`src/sv/clp_pkg.sv`:
```
// Shared types and constants of the closed polygon perimeter block.
`default_nettype none

package clp_pkg;

  // Width of the disc radius register (unsigned fixed point).
  localparam int RADIUS_WIDTH = 24;

  // Two pi in Q.32, split into two partial products for the shared multiplier.
  localparam int TWO_PI_WIDTH   = 35;
  localparam logic [TWO_PI_WIDTH-1:0] TWO_PI_Q32 = 35'h6487ED511;
  localparam int TWO_PI_LO_BITS = 18;
  localparam int CIRC_FRAC      = 32;
  localparam int CIRC_ACC_WIDTH = RADIUS_WIDTH + TWO_PI_WIDTH;
  localparam int CIRC_WIDTH     = CIRC_ACC_WIDTH - CIRC_FRAC;

  typedef enum logic [3:0] {
    ST_IDLE,
    ST_SQX,
    ST_SQY,
    ST_SQSUM,
    ST_ROOT,
    ST_ACC,
    ST_CIRC_LO,
    ST_CIRC_HI,
    ST_CIRC_ADD,
    ST_ROUND,
    ST_FIN
  } state_t;

endpackage

`default_nettype wire

```
`src/sv/clp_mul.sv`:
```
// Registered unsigned multiplier shared by the squaring and circle steps.
`default_nettype none

module clp_mul #(
  parameter int WIDTH = 25
) (
  input  wire logic                 clk,
  input  wire logic [WIDTH-1:0]     a,
  input  wire logic [WIDTH-1:0]     b,
  output logic      [2*WIDTH-1:0]   prod_r
);

  always_ff @(posedge clk) begin
    prod_r <= a * b;
  end

endmodule

`default_nettype wire

```
`src/sv/clp_isqrt.sv`:
```
// Restoring integer square root, one result bit per clock cycle.
`default_nettype none

module clp_isqrt #(
  parameter int ROOT_W = 25
) (
  input  wire logic                  clk,
  input  wire logic                  rst_n,
  input  wire logic                  start,
  input  wire logic [2*ROOT_W-1:0]   radicand,
  output logic                       done_r,
  output logic      [ROOT_W-1:0]     root_r
);

  localparam int RAD_W = 2 * ROOT_W;
  localparam int CNT_W = $clog2(ROOT_W);

  logic              busy_r;
  logic [CNT_W-1:0]  cnt_r;
  logic [RAD_W-1:0]  rad_r;
  logic [ROOT_W-1:0] rem_r;
  logic [ROOT_W+1:0] rem_sh;
  logic [ROOT_W+1:0] trial;
  logic [ROOT_W+1:0] rem_sub;
  logic              ge;

  // Bring down the next two radicand bits and try the next root bit.
  always_comb begin
    rem_sh  = {rem_r, rad_r[RAD_W-1 -: 2]};
    trial   = {root_r, 2'b01};
    ge      = (rem_sh >= trial);
    rem_sub = rem_sh - trial;
  end

  always_ff @(posedge clk) begin
    if (!rst_n) begin
      busy_r <= 1'b0;
      done_r <= 1'b0;
      cnt_r  <= '0;
    end else begin
      done_r <= 1'b0;
      if (start) begin
        busy_r <= 1'b1;
        cnt_r  <= CNT_W'(ROOT_W - 1);
      end else if (busy_r) begin
        cnt_r <= cnt_r - 1'b1;
        if (cnt_r == '0) begin
          busy_r <= 1'b0;
          done_r <= 1'b1;
        end
      end
    end
  end

  // The remainder stays below 2^ROOT_W until the last step, whose
  // remainder is not needed.
  always_ff @(posedge clk) begin
    if (start) begin
      rad_r  <= radicand;
      rem_r  <= '0;
      root_r <= '0;
    end else if (busy_r) begin
      rad_r  <= rad_r << 2;
      rem_r  <= ge ? rem_sub[ROOT_W-1:0] : rem_sh[ROOT_W-1:0];
      root_r <= {root_r[ROOT_W-2:0], ge};
    end
  end

endmodule

`default_nettype wire

```
`src/sv/closed_polygon_perimeter.sv`:
```
// Top level of the closed polygon perimeter block with a swept disc.
// Usage:
//   Vertices arrive one per request on the in_ channel (valid/ready) as
//   signed fixed-point coordinates; in_final_vertex marks the last vertex
//   of a polygon. Each vertex after the first adds the Euclidean length of
//   the edge from the previous vertex to a saturating running sum. The
//   final vertex also adds the closing edge and two pi times the disc
//   radius, and the total leaves as one request on the out_ channel. The
//   user writes the disc radius via cfg_we / cfg_wdata while idle (unenforced).
// Flow:
//   in_ready is high only while the block is idle. A vertex that opens a
//   polygon only stores its coordinates, so in_ready stays high unless it
//   is also final. Any other vertex holds in_ready low while its edge is
//   squared on the shared multiplier, rooted by the 25-step square root on
//   one compare-and-subtract unit and accumulated. A final vertex then does
//   the same for the closing edge, adds the circle term and hands over.
// Reset and stalls:
//   A synchronous active-low reset clears the polygon, the radius and out_valid.
//   The result waits in an output register, so a new polygon may start while
//   out_ready is low; only a second finished result waits for the first.
`default_nettype none

module closed_polygon_perimeter #(
  parameter int COORD_WIDTH = 24,
  parameter int SUM_WIDTH   = 40
) (
  input  wire logic                                clk,
  input  wire logic                                rst_n,
  // Configuration port: disc radius
  input  wire logic                                cfg_we,
  input  wire logic [clp_pkg::RADIUS_WIDTH-1:0]    cfg_wdata,
  // Vertex requests
  input  wire logic                                in_valid,
  output logic                                     in_ready,
  input  wire logic signed [COORD_WIDTH-1:0]       in_x_coord,
  input  wire logic signed [COORD_WIDTH-1:0]       in_y_coord,
  input  wire logic                                in_final_vertex,
  // Perimeter results
  output logic                                     out_valid,
  input  wire logic                                out_ready,
  output logic [SUM_WIDTH-1:0]                     out_perimeter
);

  // A coordinate difference needs one bit more than a coordinate; its
  // magnitude is at most 2^COORD_WIDTH and so fits unsigned in DIFF_W bits.
  localparam int DIFF_W  = COORD_WIDTH + 1;
  localparam int ROOT_W  = DIFF_W;
  localparam int RAD_W   = 2 * ROOT_W;
  localparam int MUL_W   = (DIFF_W > clp_pkg::RADIUS_WIDTH) ? DIFF_W : clp_pkg::RADIUS_WIDTH;
  localparam int PROD_W  = 2 * MUL_W;
  localparam int ADD_W0  = (SUM_WIDTH > ROOT_W) ? SUM_WIDTH : ROOT_W;
  localparam int ADD_W   = (ADD_W0 > clp_pkg::CIRC_WIDTH) ? ADD_W0 : clp_pkg::CIRC_WIDTH;
  localparam int CACC_W  = clp_pkg::CIRC_ACC_WIDTH;
  localparam int HI_BITS = clp_pkg::TWO_PI_WIDTH - clp_pkg::TWO_PI_LO_BITS;
  localparam int LO_BITS = clp_pkg::TWO_PI_LO_BITS;

  localparam logic [HI_BITS-1:0] TWO_PI_HI =
    clp_pkg::TWO_PI_Q32[clp_pkg::TWO_PI_WIDTH-1:LO_BITS];
  localparam logic [LO_BITS-1:0] TWO_PI_LO = clp_pkg::TWO_PI_Q32[LO_BITS-1:0];
  localparam logic [CACC_W-1:0] CIRC_HALF = CACC_W'(1) << (clp_pkg::CIRC_FRAC - 1);
  localparam logic [ADD_W:0] SUM_LIM = (ADD_W + 1)'({SUM_WIDTH{1'b1}});

  // Control state
  clp_pkg::state_t state_r, state_nxt;
  logic                 have_first_r, have_first_nxt;
  logic                 closing_r, closing_nxt;
  logic                 out_valid_r, out_valid_nxt;
  logic [SUM_WIDTH-1:0] sum_r, sum_nxt;
  logic [clp_pkg::RADIUS_WIDTH-1:0] radius_r, radius_nxt;

  // Payload state
  logic signed [COORD_WIDTH-1:0] first_x_r, first_x_nxt;
  logic signed [COORD_WIDTH-1:0] first_y_r, first_y_nxt;
  logic signed [COORD_WIDTH-1:0] prev_x_r, prev_x_nxt;
  logic signed [COORD_WIDTH-1:0] prev_y_r, prev_y_nxt;
  logic                          last_r, last_nxt;
  logic [DIFF_W-1:0]             ux_r, ux_nxt;
  logic [DIFF_W-1:0]             uy_r, uy_nxt;
  logic [RAD_W-1:0]              rad_r, rad_nxt;
  logic [CACC_W-1:0]             circ_r, circ_nxt;
  logic [SUM_WIDTH-1:0]          out_r, out_nxt;

  // Shared units
  logic [MUL_W-1:0]  mul_a, mul_b;
  logic [PROD_W-1:0] prod_r;
  logic              sq_start;
  logic [RAD_W-1:0]  sq_radicand;
  logic              sq_done;
  logic [ROOT_W-1:0] sq_root;

  // Edge difference datapath: one subtractor pair serves both the edge
  // from the previous vertex (on accept) and the closing edge.
  logic signed [COORD_WIDTH-1:0] dif_ax, dif_bx, dif_ay, dif_by;
  logic [DIFF_W-1:0]             dx, dy, mag_x, mag_y;

  // Saturating accumulator adder, shared by edge and circle terms.
  logic [ADD_W-1:0]     add_b;
  logic [ADD_W:0]       add_full;
  logic [SUM_WIDTH-1:0] add_sat;

  clp_mul #(
    .WIDTH (MUL_W)
  ) u_mul (
    .clk    (clk),
    .a      (mul_a),
    .b      (mul_b),
    .prod_r (prod_r)
  );

  clp_isqrt #(
    .ROOT_W (ROOT_W)
  ) u_isqrt (
    .clk      (clk),
    .rst_n    (rst_n),
    .start    (sq_start),
    .radicand (sq_radicand),
    .done_r   (sq_done),
    .root_r   (sq_root)
  );

  always_comb begin
    if (state_r == clp_pkg::ST_IDLE) begin
      dif_ax = in_x_coord;
      dif_ay = in_y_coord;
      dif_bx = prev_x_r;
      dif_by = prev_y_r;
    end else begin
      dif_ax = prev_x_r;
      dif_ay = prev_y_r;
      dif_bx = first_x_r;
      dif_by = first_y_r;
    end
    dx    = {dif_ax[COORD_WIDTH-1], dif_ax} - {dif_bx[COORD_WIDTH-1], dif_bx};
    dy    = {dif_ay[COORD_WIDTH-1], dif_ay} - {dif_by[COORD_WIDTH-1], dif_by};
    mag_x = dx[DIFF_W-1] ? (~dx + 1'b1) : dx;
    mag_y = dy[DIFF_W-1] ? (~dy + 1'b1) : dy;
  end

  always_comb begin
    if (state_r == clp_pkg::ST_ROUND) begin
      add_b = ADD_W'(circ_r[CACC_W-1 -: clp_pkg::CIRC_WIDTH]);
    end else begin
      add_b = ADD_W'(sq_root);
    end
    add_full = (ADD_W + 1)'(sum_r) + (ADD_W + 1)'(add_b);
    add_sat  = (add_full > SUM_LIM) ? {SUM_WIDTH{1'b1}} : add_full[SUM_WIDTH-1:0];
  end

  assign sq_radicand = rad_r + RAD_W'(prod_r);

  // Sequencer: next state, register updates and unit controls.
  always_comb begin
    state_nxt      = state_r;
    have_first_nxt = have_first_r;
    closing_nxt    = closing_r;
    sum_nxt        = sum_r;
    first_x_nxt    = first_x_r;
    first_y_nxt    = first_y_r;
    prev_x_nxt     = prev_x_r;
    prev_y_nxt     = prev_y_r;
    last_nxt       = last_r;
    ux_nxt         = ux_r;
    uy_nxt         = uy_r;
    rad_nxt        = rad_r;
    circ_nxt       = circ_r;
    out_nxt        = out_r;
    out_valid_nxt  = out_valid_r && !out_ready;
    radius_nxt     = cfg_we ? cfg_wdata : radius_r;
    mul_a          = '0;
    mul_b          = '0;
    sq_start       = 1'b0;

    unique case (state_r)
      clp_pkg::ST_IDLE: begin
        if (in_valid) begin
          last_nxt   = in_final_vertex;
          prev_x_nxt = in_x_coord;
          prev_y_nxt = in_y_coord;
          if (!have_first_r) begin
            first_x_nxt    = in_x_coord;
            first_y_nxt    = in_y_coord;
            have_first_nxt = 1'b1;
            sum_nxt        = '0;
            // A lone vertex has a closing edge of zero length.
            state_nxt      = in_final_vertex ? clp_pkg::ST_CIRC_LO : clp_pkg::ST_IDLE;
          end else begin
            ux_nxt      = mag_x;
            uy_nxt      = mag_y;
            closing_nxt = 1'b0;
            state_nxt   = clp_pkg::ST_SQX;
          end
        end
      end
      clp_pkg::ST_SQX: begin
        mul_a     = MUL_W'(ux_r);
        mul_b     = MUL_W'(ux_r);
        state_nxt = clp_pkg::ST_SQY;
      end
      clp_pkg::ST_SQY: begin
        mul_a     = MUL_W'(uy_r);
        mul_b     = MUL_W'(uy_r);
        rad_nxt   = RAD_W'(prod_r);
        state_nxt = clp_pkg::ST_SQSUM;
      end
      clp_pkg::ST_SQSUM: begin
        sq_start  = 1'b1;
        state_nxt = clp_pkg::ST_ROOT;
      end
      clp_pkg::ST_ROOT: begin
        if (sq_done) begin
          state_nxt = clp_pkg::ST_ACC;
        end
      end
      clp_pkg::ST_ACC: begin
        sum_nxt = add_sat;
        if (closing_r) begin
          state_nxt = clp_pkg::ST_CIRC_LO;
        end else if (last_r) begin
          ux_nxt      = mag_x;
          uy_nxt      = mag_y;
          closing_nxt = 1'b1;
          state_nxt   = clp_pkg::ST_SQX;
        end else begin
          state_nxt = clp_pkg::ST_IDLE;
        end
      end
      clp_pkg::ST_CIRC_LO: begin
        mul_a     = MUL_W'(radius_r);
        mul_b     = MUL_W'(TWO_PI_LO);
        state_nxt = clp_pkg::ST_CIRC_HI;
      end
      clp_pkg::ST_CIRC_HI: begin
        mul_a     = MUL_W'(radius_r);
        mul_b     = MUL_W'(TWO_PI_HI);
        circ_nxt  = CACC_W'(prod_r);
        state_nxt = clp_pkg::ST_CIRC_ADD;
      end
      clp_pkg::ST_CIRC_ADD: begin
        // Upper partial product plus the rounding half of the Q.32 scale.
        circ_nxt  = circ_r + (CACC_W'(prod_r) << LO_BITS) + CIRC_HALF;
        state_nxt = clp_pkg::ST_ROUND;
      end
      clp_pkg::ST_ROUND: begin
        sum_nxt   = add_sat;
        state_nxt = clp_pkg::ST_FIN;
      end
      clp_pkg::ST_FIN: begin
        if (!out_valid_r || out_ready) begin
          out_nxt        = sum_r;
          out_valid_nxt  = 1'b1;
          have_first_nxt = 1'b0;
          closing_nxt    = 1'b0;
          sum_nxt        = '0;
          state_nxt      = clp_pkg::ST_IDLE;
        end
      end
      default: begin
        state_nxt = clp_pkg::ST_IDLE;
      end
    endcase
  end

  always_ff @(posedge clk) begin
    if (!rst_n) begin
      state_r      <= clp_pkg::ST_IDLE;
      have_first_r <= 1'b0;
      closing_r    <= 1'b0;
      sum_r        <= '0;
      out_valid_r  <= 1'b0;
      radius_r     <= '0;
    end else begin
      state_r      <= state_nxt;
      have_first_r <= have_first_nxt;
      closing_r    <= closing_nxt;
      sum_r        <= sum_nxt;
      out_valid_r  <= out_valid_nxt;
      radius_r     <= radius_nxt;
    end
  end

  always_ff @(posedge clk) begin
    first_x_r <= first_x_nxt;
    first_y_r <= first_y_nxt;
    prev_x_r  <= prev_x_nxt;
    prev_y_r  <= prev_y_nxt;
    last_r    <= last_nxt;
    ux_r      <= ux_nxt;
    uy_r      <= uy_nxt;
    rad_r     <= rad_nxt;
    circ_r    <= circ_nxt;
    out_r     <= out_nxt;
  end

  assign in_ready      = (state_r == clp_pkg::ST_IDLE);
  assign out_valid     = out_valid_r;
  assign out_perimeter = out_r;

`ifndef SYNTHESIS
  // The root unit only finishes while the sequencer waits for it.
  a_root_done_in_wait: assert property (@(posedge clk) disable iff (!rst_n)
    sq_done |-> (state_r == clp_pkg::ST_ROOT))
    else $error("square root finished outside the wait state");

  // A result is only ever loaded from the hand-over state.
  a_result_from_fin: assert property (@(posedge clk) disable iff (!rst_n)
    $rose(out_valid_r) |-> $past(state_r == clp_pkg::ST_FIN))
    else $error("result loaded outside the hand-over state");

  // With no polygon open the running sum is cleared.
  a_sum_clear_idle: assert property (@(posedge clk) disable iff (!rst_n)
    ((state_r == clp_pkg::ST_IDLE) && !have_first_r) |-> (sum_r == '0))
    else $error("running sum not cleared between polygons");

  // The closing edge is only worked on for a final vertex.
  a_closing_final: assert property (@(posedge clk) disable iff (!rst_n)
    closing_r |-> last_r)
    else $error("closing edge started for a vertex that is not final");
`endif

endmodule

`default_nettype wire

```
`config.mk`:
```
export PLATFORM = sky130hd
export DESIGN_NAME = closed_polygon_perimeter
export DESIGN_NICKNAME = d
export VERILOG_FILES = /design/src/sv/clp_pkg.sv /design/src/sv/clp_mul.sv /design/src/sv/clp_isqrt.sv /design/src/sv/closed_polygon_perimeter.sv
export SDC_FILE = /design/constraint.sdc
export NUM_CORES = 2
export LEC_CHECK = 0
export BUFFER_PORTS_ARGS = -buffer_cell sky130_fd_sc_hd__buf_2
export CAP_MARGIN = 20
export CORE_AREA = 2 2 305 307
export DETAILED_ROUTE_END_ITERATION = 16
export DIE_AREA = 0 0 307 309
export GPL_TIMING_DRIVEN = 0
export PLACE_DENSITY = 0.73
export SYNTH_ARGS = -nofsm -noshare
export SYNTH_HDL_FRONTEND = slang
export SYNTH_SLANG_ARGS = --single-unit
```
`constraint.sdc`:
```
create_clock -name clk -period 13.25 [get_ports clk]
set_input_delay 1.325 -clock clk [delete_from_list [all_inputs] [get_ports clk]]
set_output_delay 1.325 -clock clk [all_outputs]
set_load 0.02 [all_outputs]
```
==> results by group <==
Run status
  – Status: finished clean

Logic synthesis
  – Complex-gate fraction of the synthesized area: 13.2%
  – Synth top area share: 21.2%
  – Area leader, netlist: fa_1
  – Post-synthesis mux area share: 2.20%
  – Top cells by area, synth: fa_1 21%, edfxtp_1 20%, ha_1 10%
  – Largest family of logic cells by synthesized area: adder cells
  – Seq cells post-synth: 506
  – Synth Area in Simple Gates: 14.9%
  – Post-Syn Instances: 5501
  – Asr flop ratio synth: 0%
  – Post-Synth XOR/XNOR Area: 4.26%
  – Post-synth cell types: 93
  – Avg Cell Area, Syn: 9.12 µm²
  – Syn Nets: 6529
  – Post-Synthesis Cell Area: 50100 µm²
  – Yosys Warn Count: 0
  – Register area share after synthesis: 26.7%
  – Post-synth EDFFs: 328
  – Post-Synth Adder-Cell Area: 31.7%
  – Post-synth top flop: edfxtp_1

STA
  – Slew Viols, Final: 0
  – RSZ-0062 raised after global routing: no
  – Fin Clk Skew: 37.9 ps
  – Tmin final: 11600 ps
  – Fin Setup TNS: 0 ps
  – Relative slew slack: 15.2%
  – Setup WS post-layout: 1650 ps
  – Setup violators final: 0
  – Final Hold Vio Count: 0
  – Period utilization: 87.5%
  – Worst hold slack: 462 ps
  – Slew @ Worst Pin: 1270 ps
  – F_max: 86.2 MHz

Clock tree
  – CTS buffer count: 58
  – Post-CTS Repair Setup Buffers: 0
  – CTS tree: yes
  – CTS H-tree depth: 2
  – Clock transition at path regs: 60 ps
  – Worst skew pair latency: 650 ps
  – Clock Sinks: 506
  – CTS Root Cell: clkbuf_16
  – Post-CTS Resized: 0
  – Clock buffer depth: 3
  – Hold-fix buffers, CTS: 0

Power and ir drop
  – LEAKAGE: 25.4 nW
  – VDD IR max: 0.245 mV
  – P per Cell Area: 275 nW/µm²

GRT
  – Largest net degree at the start of global routing: 47
  – Number of global-route vias before repair: 39700
  – First-pass GRT wire length: 232 mm
  – Antenna violations before repair: 5
  – GRT overflow: 0
  – GRT Util Overall: 32.1%

Final layout
  – Area of the multi-input gates: 33200 µm²
  – Layout net count: 6722
  – Share of layout cells above drive strength 1: 4.98%
  – Layout fillers: 8031
  – Sequential cell area: 13400 µm²
  – Non-filler cells, final: 6931
  – Layout overhead on the synthesized area: 8.49%
  – Post-layout util: 59.5%

Placed design
  – I/O Buffers: 118
  – DPL Wire Length: 123 mm
  – Setup WS pre-CTS: 2110 ps
  – Routability cong.: 1.06
  – Dpl cells: 6820

Routing
  – Via density: 5.83
  – Avg WL per Cell: 22.0 µm
  – WL final: 152 mm
  – DRT antenna net count: 0
  – Initial DRC Count: 3772
  – Total iterations of the first detailed-routing run: 6
  – Remaining DRCs: 0
  – Vias: 40400

Setup path
  – Slowest CP cell: a21oi_1
  – Crit Path Max Fanout: 10
  – Critical setup path kind: reg2reg
  – Max incr delay on CP: 1060 ps
  – CP dominant cell by count: fa_1
  – Setup crit end kind: flop
  – WP data arrival: 12130 ps
  – Worst EP required: 13780 ps
  – Critical path launch point type: flop

Floorplanning
  – Initial Utilization: 54.9%
  – Die area: 94900 µm²
  – Die W: 307 µm
  – Core Box Area: 91400 µm²
  – Die H: 309 µm
  – IO Count: 120
  – Row count: 111

Min path
  – Hold/Removal Path Class: reg2reg

Flow run
  – Max-Cap Viols: 0
==> worst paths after layout <==
| check | from | end | slack [ps] | cells after the start |
|---|---|---|---|---|
| hold / removal | sum_r[18] | sum_r[18] | 460 | 2 |
| hold reg to reg | sum_r[18] | sum_r[18] | 460 | 2 |
| setup / recovery | state_r[3] | u_mul.prod_r[48] | 1650 | 31 |
| setup reg to reg | state_r[3] | u_mul.prod_r[48] | 1650 | 31 |
==> layout by cell type (no fill, tap or decap), types with 12 or more instances in the layout <==
master	synthesis	layout
nand2_1	810	809
inv_1	716	714
fa_1	531	531
nor2_1	511	508
ha_1	419	419
edfxtp_1	328	328
o21ai_0	271	271
a21oi_1	254	253
clkbuf_1	194	201
dfxtp_1	178	178
a21o_1	156	156
xnor2_1	145	145
buf_2	3	123
mux2i_1	110	110
xor2_1	99	99
clkbuf_16	0	60
nand3_1	56	56
nand2b_1	51	51
nor2b_1	51	51
nor3_1	42	42
nand4_1	42	42
a31oi_1	41	41
and3_1	38	38
o21a_1	33	33
and2_1	31	31
a211oi_1	30	30
o21bai_1	29	29
o31ai_1	27	27
o211ai_1	19	19
a22oi_1	18	18
a21boi_0	18	18
buf_1	17	16
or2_2	16	16
clkinv_1	6	14
clkinv_2	0	14
a22o_1	14	13
nand3b_1	13	13
or3_1	12	12
==> per-stage QoR <==
| stage | power, mW | area (µm²) |
|---|---|---|
| 6_report | 14.9 | 54400 |
| 5_1_grt | 16.0 | 54400 |
| 4_1_cts | 14.7 | 54400 |
| 3_5_place_dp | 13.1 | 52500 |
| 3_3_place_gp | 12.9 | 52200 |
| 2_1_floorplan | 9.92 | 50100 |
==> cells in the mapped netlist, types with 30 or more instances <==
| cell type | count |
|---|---|
| a211oi_1 | 30 |
| a21o_1 | 156 |
| a21oi_1 | 254 |
| a31oi_1 | 41 |
| and2_1 | 31 |
| and3_1 | 38 |
| clkbuf_1 | 194 |
| dfxtp_1 | 178 |
| edfxtp_1 | 328 |
| fa_1 | 531 |
| ha_1 | 419 |
| inv_1 | 716 |
| mux2i_1 | 110 |
| nand2_1 | 810 |
| nand2b_1 | 51 |
| nand3_1 | 56 |
| nand4_1 | 42 |
| nor2_1 | 511 |
| nor2b_1 | 51 |
| nor3_1 | 42 |
| o21a_1 | 33 |
| o21ai_0 | 271 |
| xnor2_1 | 145 |
| xor2_1 | 99 |
==> cells by family after synthesis <==
group                    Yosys count
AND/OR/NAND/NOR                 1725
AO/OA/AOI/OAI                   1027
adder cells (fa/ha/maj)          950
buffers and inverters            939
flip-flops                       506
XOR/XNOR                         244
multiplexers                     110
==> state kept, by name (all words and copies together), names as in the netlist, 24 cells and up <==
name	flops
radius_r	24
circ_r	41
uy_r	25
u_isqrt.rem_r	25
out_perimeter	40
prev_x_r	24
first_x_r	24
rad_r	50
prev_y_r	24
u_mul.prod_r	50
u_isqrt.rad_r	50
sum_r	40
first_y_r	24
ux_r	25
u_isqrt.root_r	25
==> power by group <==
group / switching [mW] / internal [mW]
logic: 7.01 / 3.76
clock network: 0.676 / 0.930
registers: 0.221 / 2.35
total: 7.91 / 7.04
==> final cells by class <==
| cell class | count | share of cell area [%] |
|---|---|---|
| timing repair buffer | 133 | 1.49 |
| tap | 1186 | 2.73 |
| clock buffer | 71 | 2.91 |
| antenna | 2 | 0.00920 |
| clock inverter | 38 | 0.628 |
| buffer | 216 | 1.52 |
| multi-input combinational | 4056 | 61.1 |
| sequential | 506 | 24.7 |
| inverter | 723 | 4.99 |
==> routing by layer <==
layer	vias to the layer above	GRT usage (%)	wire [µm]
met4	4	15.8	8880
li1	18700	-	-
met2	1816	51.0	68100
met5	-	0	31
met1	19400	41.3	60400
met3	481	7.65	14900
==> worst max-delay path: cells and delay by family (launching register included) <==
family / cells / cell delay (ps)
xor gates and xnor gates: 1 / 230
DFF: 1 / 400
and+or+nand+nor: 3 / 570
buffers and inverters: 8 / 2220
adders and majority gates: 8 / 3750
AOI/OAI and AO/OA: 11 / 4330
Note: power is estimated with default switching activity, not from simulation.
